### src/design/f2s_pkg.sv
// Package for the binary64 to binary32 round-up converter.
// Holds format constants and the operand class type; no dependencies.
package f2s_pkg;
  localparam int unsigned DBL_W = 64;
  localparam int unsigned SGL_W = 32;
  localparam logic [10:0] DBL_EXP_MAX = 11'h7FF;
  localparam logic [31:0] SGL_POS_INF = 32'h7F800000;
  localparam logic [31:0] SGL_NEG_MAX = 32'hFF7FFFFF;
  localparam logic [31:0] SGL_QNAN    = 32'h7FC00000;

  // Classification of an operand, decided in the input stage
  typedef enum logic [1:0] {
    CLS_FINITE = 2'd0,
    CLS_ZERO   = 2'd1,
    CLS_INF    = 2'd2,
    CLS_NAN    = 2'd3
  } cls_t;
endpackage

### src/design/fp64_to_fp32_round_up_core.sv
// Top level of the binary64 to binary32 converter, rounding toward +infinity.
// Depends on f2s_pkg for format constants and the operand class type.
// An accepted item passes through the input register and then the result register.
// Throughput: one item per cycle; the pipeline advances whenever the result register
// is empty or being taken, so a stalled output only blocks once both stages are full.
// Reset: synchronous, active-low rst_n clears both valid flags; payload is not reset.
module fp64_to_fp32_round_up_core (
  input  logic        clk,
  input  logic        rst_n,
  input  logic        in_tvalid,
  output logic        in_tready,
  input  logic [63:0] in_tdata,   // [63:0] double_bits
  output logic        out_tvalid,
  input  logic        out_tready,
  output logic [31:0] out_tdata   // [31:0] single_bits
);

  // Stage valids and payloads
  logic        s1_vld_r, s1_vld_nxt;
  logic [63:0] s1_dat_r;
  logic        s2_vld_r, s2_vld_nxt;
  logic [31:0] s2_dat_r, s2_dat_nxt;

  logic        adv2, adv1;

  // Advance the result stage when empty or drained; the input stage when it can move
  assign adv2      = !s2_vld_r || out_tready;
  assign adv1      = !s1_vld_r || adv2;
  assign in_tready = adv1;

  assign s1_vld_nxt = adv1 ? in_tvalid : s1_vld_r;
  assign s2_vld_nxt = adv2 ? s1_vld_r  : s2_vld_r;

  always_ff @(posedge clk) begin
    if (!rst_n) begin
      s1_vld_r <= 1'b0;
      s2_vld_r <= 1'b0;
    end else begin
      s1_vld_r <= s1_vld_nxt;
      s2_vld_r <= s2_vld_nxt;
    end
  end

  always_ff @(posedge clk) begin
    if (adv1 && in_tvalid) begin
      s1_dat_r <= in_tdata;
    end
    if (adv2 && s1_vld_r) begin
      s2_dat_r <= s2_dat_nxt;
    end
  end

  // Conversion datapath, between the input and result registers
  logic         sgn;
  logic [10:0]  bexp;
  logic [51:0]  frac;
  logic [52:0]  sig;
  f2s_pkg::cls_t cls;
  logic         tiny;       // biased exponent below 897, i.e. e < -126
  logic [7:0]   rsh;        // extra right shift for the subnormal range, clamped
  logic [52:0]  sig_sh;
  logic [52:0]  sticky_msk;
  logic         lost;
  logic [23:0]  kept;
  logic [24:0]  kept_up;
  logic [31:0]  bits;

  always_comb begin
    sgn  = s1_dat_r[63];
    bexp = s1_dat_r[62:52];
    frac = s1_dat_r[51:0];

    if (bexp == f2s_pkg::DBL_EXP_MAX) begin
      cls = (frac == '0) ? f2s_pkg::CLS_INF : f2s_pkg::CLS_NAN;
    end else if (bexp == 11'd0 && frac == '0) begin
      cls = f2s_pkg::CLS_ZERO;
    end else begin
      cls = f2s_pkg::CLS_FINITE;
    end

    sig  = {(bexp != 11'd0), frac};
    // Normal single range starts at biased double exponent 1023-126 = 897;
    // double subnormals behave as exponent 1.
    tiny = (bexp < 11'd897);
    if (!tiny) begin
      rsh = 8'd0;
    end else if (bexp == 11'd0) begin
      rsh = 8'd35;            // beyond 24: nothing kept
    end else if (bexp < 11'd872) begin
      rsh = 8'd35;
    end else begin
      rsh = 8'(11'd897 - bexp);
    end

    // Total shift 29 + rsh; keep 24 bits, everything below is sticky
    sig_sh     = sig >> (6'd29 + 6'(rsh));
    sticky_msk = ~(53'h1FFFFFFFFFFFFF << (6'd29 + 6'(rsh)));
    if (rsh >= 8'd24) begin
      sig_sh     = '0;
      sticky_msk = '1;
    end
    lost    = |(sig & sticky_msk);
    kept    = sig_sh[23:0];
    kept_up = {1'b0, kept} + 25'(lost && !sgn);

    // Exponent field plus kept significand; carry ripples into exponent naturally
    if (!tiny) begin
      bits = {1'b0, 8'(bexp - 11'd897), 23'd0} + {7'd0, kept_up};
    end else begin
      bits = {7'd0, kept_up};
    end

    case (cls)
      f2s_pkg::CLS_ZERO: s2_dat_nxt = {sgn, 31'd0};
      f2s_pkg::CLS_INF:  s2_dat_nxt = {sgn, f2s_pkg::SGL_POS_INF[30:0]};
      f2s_pkg::CLS_NAN:  s2_dat_nxt = {sgn, f2s_pkg::SGL_QNAN[30:0] | {8'd0, frac[51:29]}};
      f2s_pkg::CLS_FINITE: begin
        // Overflow: bexp above 1150 always overflows, which also covers the 8-bit exponent wrap,
        // and a rounding carry into the all-ones exponent is caught by the compare below.
        if (bexp > 11'd1150 || bits >= f2s_pkg::SGL_POS_INF) begin
          s2_dat_nxt = sgn ? f2s_pkg::SGL_NEG_MAX : f2s_pkg::SGL_POS_INF;
        end else begin
          s2_dat_nxt = {sgn, bits[30:0]};
        end
      end
      default: s2_dat_nxt = '0;
    endcase
  end

  assign out_tvalid = s2_vld_r;
  assign out_tdata  = s2_dat_r;

  // A held result must not change while the sink stalls
  a_hold: assert property (@(posedge clk) disable iff (!rst_n)
    out_tvalid && !out_tready |=> out_tvalid && $stable(out_tdata))
    else $error("result changed under stall");

  // An accepted item moves on from the input register into the result register when unstalled
  a_lat: assert property (@(posedge clk) disable iff (!rst_n)
    in_tvalid && in_tready ##1 out_tready ##0 s1_vld_r |=> out_tvalid)
    else $error("item lost between stages");

  // Input is refused only when both stages are full
  a_rdy: assert property (@(posedge clk) disable iff (!rst_n)
    !in_tready |-> s1_vld_r && s2_vld_r)
    else $error("needless back-pressure");

endmodule
### config.mk
export PLATFORM = sky130hd
export DESIGN_NAME = fp64_to_fp32_round_up_core
export DESIGN_NICKNAME = d
export VERILOG_FILES = /design/src/design/f2s_pkg.sv /design/src/design/fp64_to_fp32_round_up_core.sv
export SDC_FILE = /design/constraint.sdc
export NUM_CORES = 1
export LEC_CHECK = 0
export BUFFER_PORTS_ARGS = -buffer_cell sky130_fd_sc_hd__buf_4
export CAP_MARGIN = 20
export CORE_UTILIZATION = 35
export DETAILED_ROUTE_END_ITERATION = 10
export PLACE_DENSITY = 0.56
export SLEW_MARGIN = 20
export SYNTH_ARGS = -nofsm -noshare
export SYNTH_HDL_FRONTEND = slang
export SYNTH_SLANG_ARGS = --single-unit
export TNS_END_PERCENT = 100
### constraint.sdc
create_clock -name clk -period 13.18 [get_ports clk]
set_input_delay 0.659 -clock clk [delete_from_list [all_inputs] [get_ports clk]]
set_output_delay 0.659 -clock clk [all_outputs]
set_load 0.1 [all_outputs]
==> impl_metrics.toml <==
[status]
run_status = "completed"

[clock_tree]
htree_levels = 3
ctsRootBufferMaster = "sky130_fd_sc_hd__clkbuf_16"
worst_setup_hold_path_clk_slew_ns = 0.07
cts_hold_buf = 0
max-clock-path-buffers = 2
clkSinkCount = 98
cts_made_buffers = 9
clkLatencyLatePin_ns = 0.36
cts.repair_timing.setup_buffer_count = 0
cts_repair_resize_count = 0
tritoncts = "done"

[timing]
layout_worst_path_cycle_share_pct = 81.8
fin_skew_ns = 0.0107
setup_violations = 0
rsz_0062_raised_after_global_routing = "false"
timing.slew.headroom_pct = 26.1
timing.final.max_slew_violations = 0
worst_pin_slew_ns = 1.11
clock.fmax_ghz = 0.0927
fin_hold_viols = 0
setup_ws_ns = 2.39
fin_crit_ns = 10.79
final.setup.tns_ns = 0

[place]
place.gp.congestion = 0.994
dp_worst_setup_slack_ns = 2.53
hpwlAfterDp_um = 23500
dpl.cell_count = 1263
numPortBuffers = 101

[logic_synthesis]
number_of_synthesis_warnings = 0
postSynthNetCount = 967
synth_top_cell_by_area = "sky130_fd_sc_hd__edfxtp_1"
netlist-cell-type-count = 108
ys_ff_latch = 98
post_synthesis_cells = 885
fraction_of_the_yosys_area_taken_by_sequential_cells_pct = 31.9
netlist_area_mm2 = 0.00917
synth-main-ff-cell = "sky130_fd_sc_hd__edfxtp_1"
netlist.area_leader.share_pct = 31.4
synth_async_sr_flop_share_pct = 0
synthTopCellsByArea = "sky130_fd_sc_hd__edfxtp_1, sky130_fd_sc_hd__mux4_2, sky130_fd_sc_hd__nand2_1, sky130_fd_sc_hd__mux2i_1, sky130_fd_sc_hd__mux4_1"
average_footprint_of_a_synthesized_cell_um2 = 10.4
synth_enable_flop_cells = 96

[drt]
drt_wl_total_um = 31500
firstDrtPassIters = 8
avgRoutedWirePerCell_um = 24.6
drt_first_iter_violations = 909
detail-route-antenna-nets = 0
viasPerCell = 6.41
drcViolationCount = 0
vias = 8192

[die]
fp.dieArea_mm2 = 0.0268
num_rows = 58
core-area_mm2 = 0.0254
die_height_um = 164
start_util_pct = 36.1
die_w_um = 164
boundaryPins = 102

[global_route]
grt_antenna_before_repair = 1
grt_first_pass_wirelength_um = 48200
grt_use_total_pct = 24.0
first_global_vias = 7815
aggregate_global_routing_overflow = 0
grt_start_max_net_pins = 65

[final_layout]
layout.cells.most_common = "sky130_fd_sc_hd__buf_4"
syn2layout_area_growth_pct = 12.4
post_route_cells_drive_above_1_share_pct = 25.1
insertedDiodeCount = 0
top_library_cells_by_usage_in_the_layout_fill_and_taps_aside = "sky130_fd_sc_hd__buf_4, sky130_fd_sc_hd__edfxtp_1, sky130_fd_sc_hd__nand2_1, sky130_fd_sc_hd__a21oi_1, sky130_fd_sc_hd__nor2_1"
layout.cells.non_filler = 1278
layout.nets = 1026

[job]
cap_violations = 0

[critical_path]
timing_worst_setup_path_type = "reg -> reg"
arrival_ns = 10.89
cp_max_fo = 55
endpoint_kind = "flip-flop"
cp_slowest_stage_delay_ns = 0.97
cp_startpoint_kind = "flip-flop"
crit_slowest_cell = "sky130_fd_sc_hd__inv_2"
timing.critical_path.mode_cell = "sky130_fd_sc_hd__ha_1"
wp_data_required_ns = 13.29

[min_path]
min-delay-path-class = "in -> reg"

[power_and_ir_drop]
total_leakage_power_nw = 3.61
power-per-cell-area_mw_per_mm2 = 106
ir_worst_vdd_v = 0.0000517
[sequential cells by signal (all words and copies together) (netlist names)]
signal and count:
out_tdata 32, out_tvalid 1, s1_dat_r 64, s1_vld_r 1
[synth_stat cells (9+ instances only)]
cell and number:
sky130_fd_sc_hd__o21ai_0 49, sky130_fd_sc_hd__nor4_1 26, sky130_fd_sc_hd__xnor2_1 15, sky130_fd_sc_hd__nor2_1 52
sky130_fd_sc_hd__and2_1 9, sky130_fd_sc_hd__nand2_1 90, sky130_fd_sc_hd__a22oi_1 17, sky130_fd_sc_hd__inv_1 16
sky130_fd_sc_hd__nand4_1 11, sky130_fd_sc_hd__a21oi_1 55, sky130_fd_sc_hd__buf_6 9, sky130_fd_sc_hd__mux4_2 50
sky130_fd_sc_hd__nand2b_1 14, sky130_fd_sc_hd__buf_1 10, sky130_fd_sc_hd__edfxtp_1 96, sky130_fd_sc_hd__xor2_1 10
sky130_fd_sc_hd__a211oi_1 15, sky130_fd_sc_hd__buf_2 11, sky130_fd_sc_hd__mux4_1 11, sky130_fd_sc_hd__nor3_1 19
sky130_fd_sc_hd__nand3_1 20, sky130_fd_sc_hd__o22ai_1 13, sky130_fd_sc_hd__mux2i_1 30, sky130_fd_sc_hd__ha_1 13
sky130_fd_sc_hd__clkbuf_1 25
[power breakdown]
part	internal, mW	switching [mW]
logic	0.161	0.281
clock network	0.127	0.122
registers	0.369	0.0302
total	0.657	0.433
[layer usage]
| metal | part of all wire [%] | wire, um | GRT usage [%] | vias to the layer above |
|---|---|---|---|---|
| met5 | 0.054 | 17 | 0 | - |
| met4 | 4.0 | 1270 | 10.8 | 2 |
| met3 | 8.9 | 2800 | 4.62 | 91 |
| met2 | 43 | 13600 | 35.5 | 466 |
| met1 | 44 | 13800 | 33.9 | 3968 |
| li1 | - | - | - | 3665 |
[worst paths after layout]
check        cells past startpoint  slack [ns]            end         start
max                             34        2.39  out_tdata[18]  s1_dat_r[54]
min                              1        0.47   s1_dat_r[14]  in_tdata[14]
max reg2reg                     34        2.39  out_tdata[18]  s1_dat_r[54]
min reg2reg                      1        0.53     out_tvalid      s1_vld_r
[critical path: cells and delay by family, from the launching register on]
| kind | cells | cell delay, ns |
|---|---|---|
| buffers and inverters | 3 | 1.16 |
| AND/OR/NAND/NOR | 14 | 3.71 |
| adder cells (fa/ha/maj) | 6 | 2.32 |
| multiplexers | 1 | 0.24 |
| AO/OA/AOI/OAI | 10 | 2.54 |
| flip-flops | 1 | 0.53 |
[metrics by stage]
stage / total power, mW / cell area [um2] / hold WS, ns / util, %
5_1_grt: 1.13 / 10300 / 0.460 / 40.6
4_1_cts: 1.09 / 10300 / 0.454 / 40.6
3_3_place_gp: 0.839 / 10000 / 0.515 / 39.5
3_5_place_dp: 0.837 / 10000 / 0.517 / 39.5
2_1_floorplan: 0.717 / 9170 / 0.477 / -
6_report: 1.09 / 10300 / 0.467 / 40.6
[layout make-up]
cell class / count / area, um2
clock buffer: 9 / 225
clock inverter: 6 / 43.8
fill: 2516 / 15100
inverter: 18 / 70.1
multi-input combinational: 704 / 5780
sequential: 98 / 2920
tap: 330 / 413
timing repair buffer: 113 / 848
[logic make-up after synthesis]
group	Yosys count	share of synthesized area, %
simple gates	308	18.3
compound gates	260	20.7
flops	98	31.9
mux	93	19.0
buf+inv	83	5.35
xor+xnor	25	2.39
fa+ha+maj	18	2.43
(Power assumes the default switching activity.)
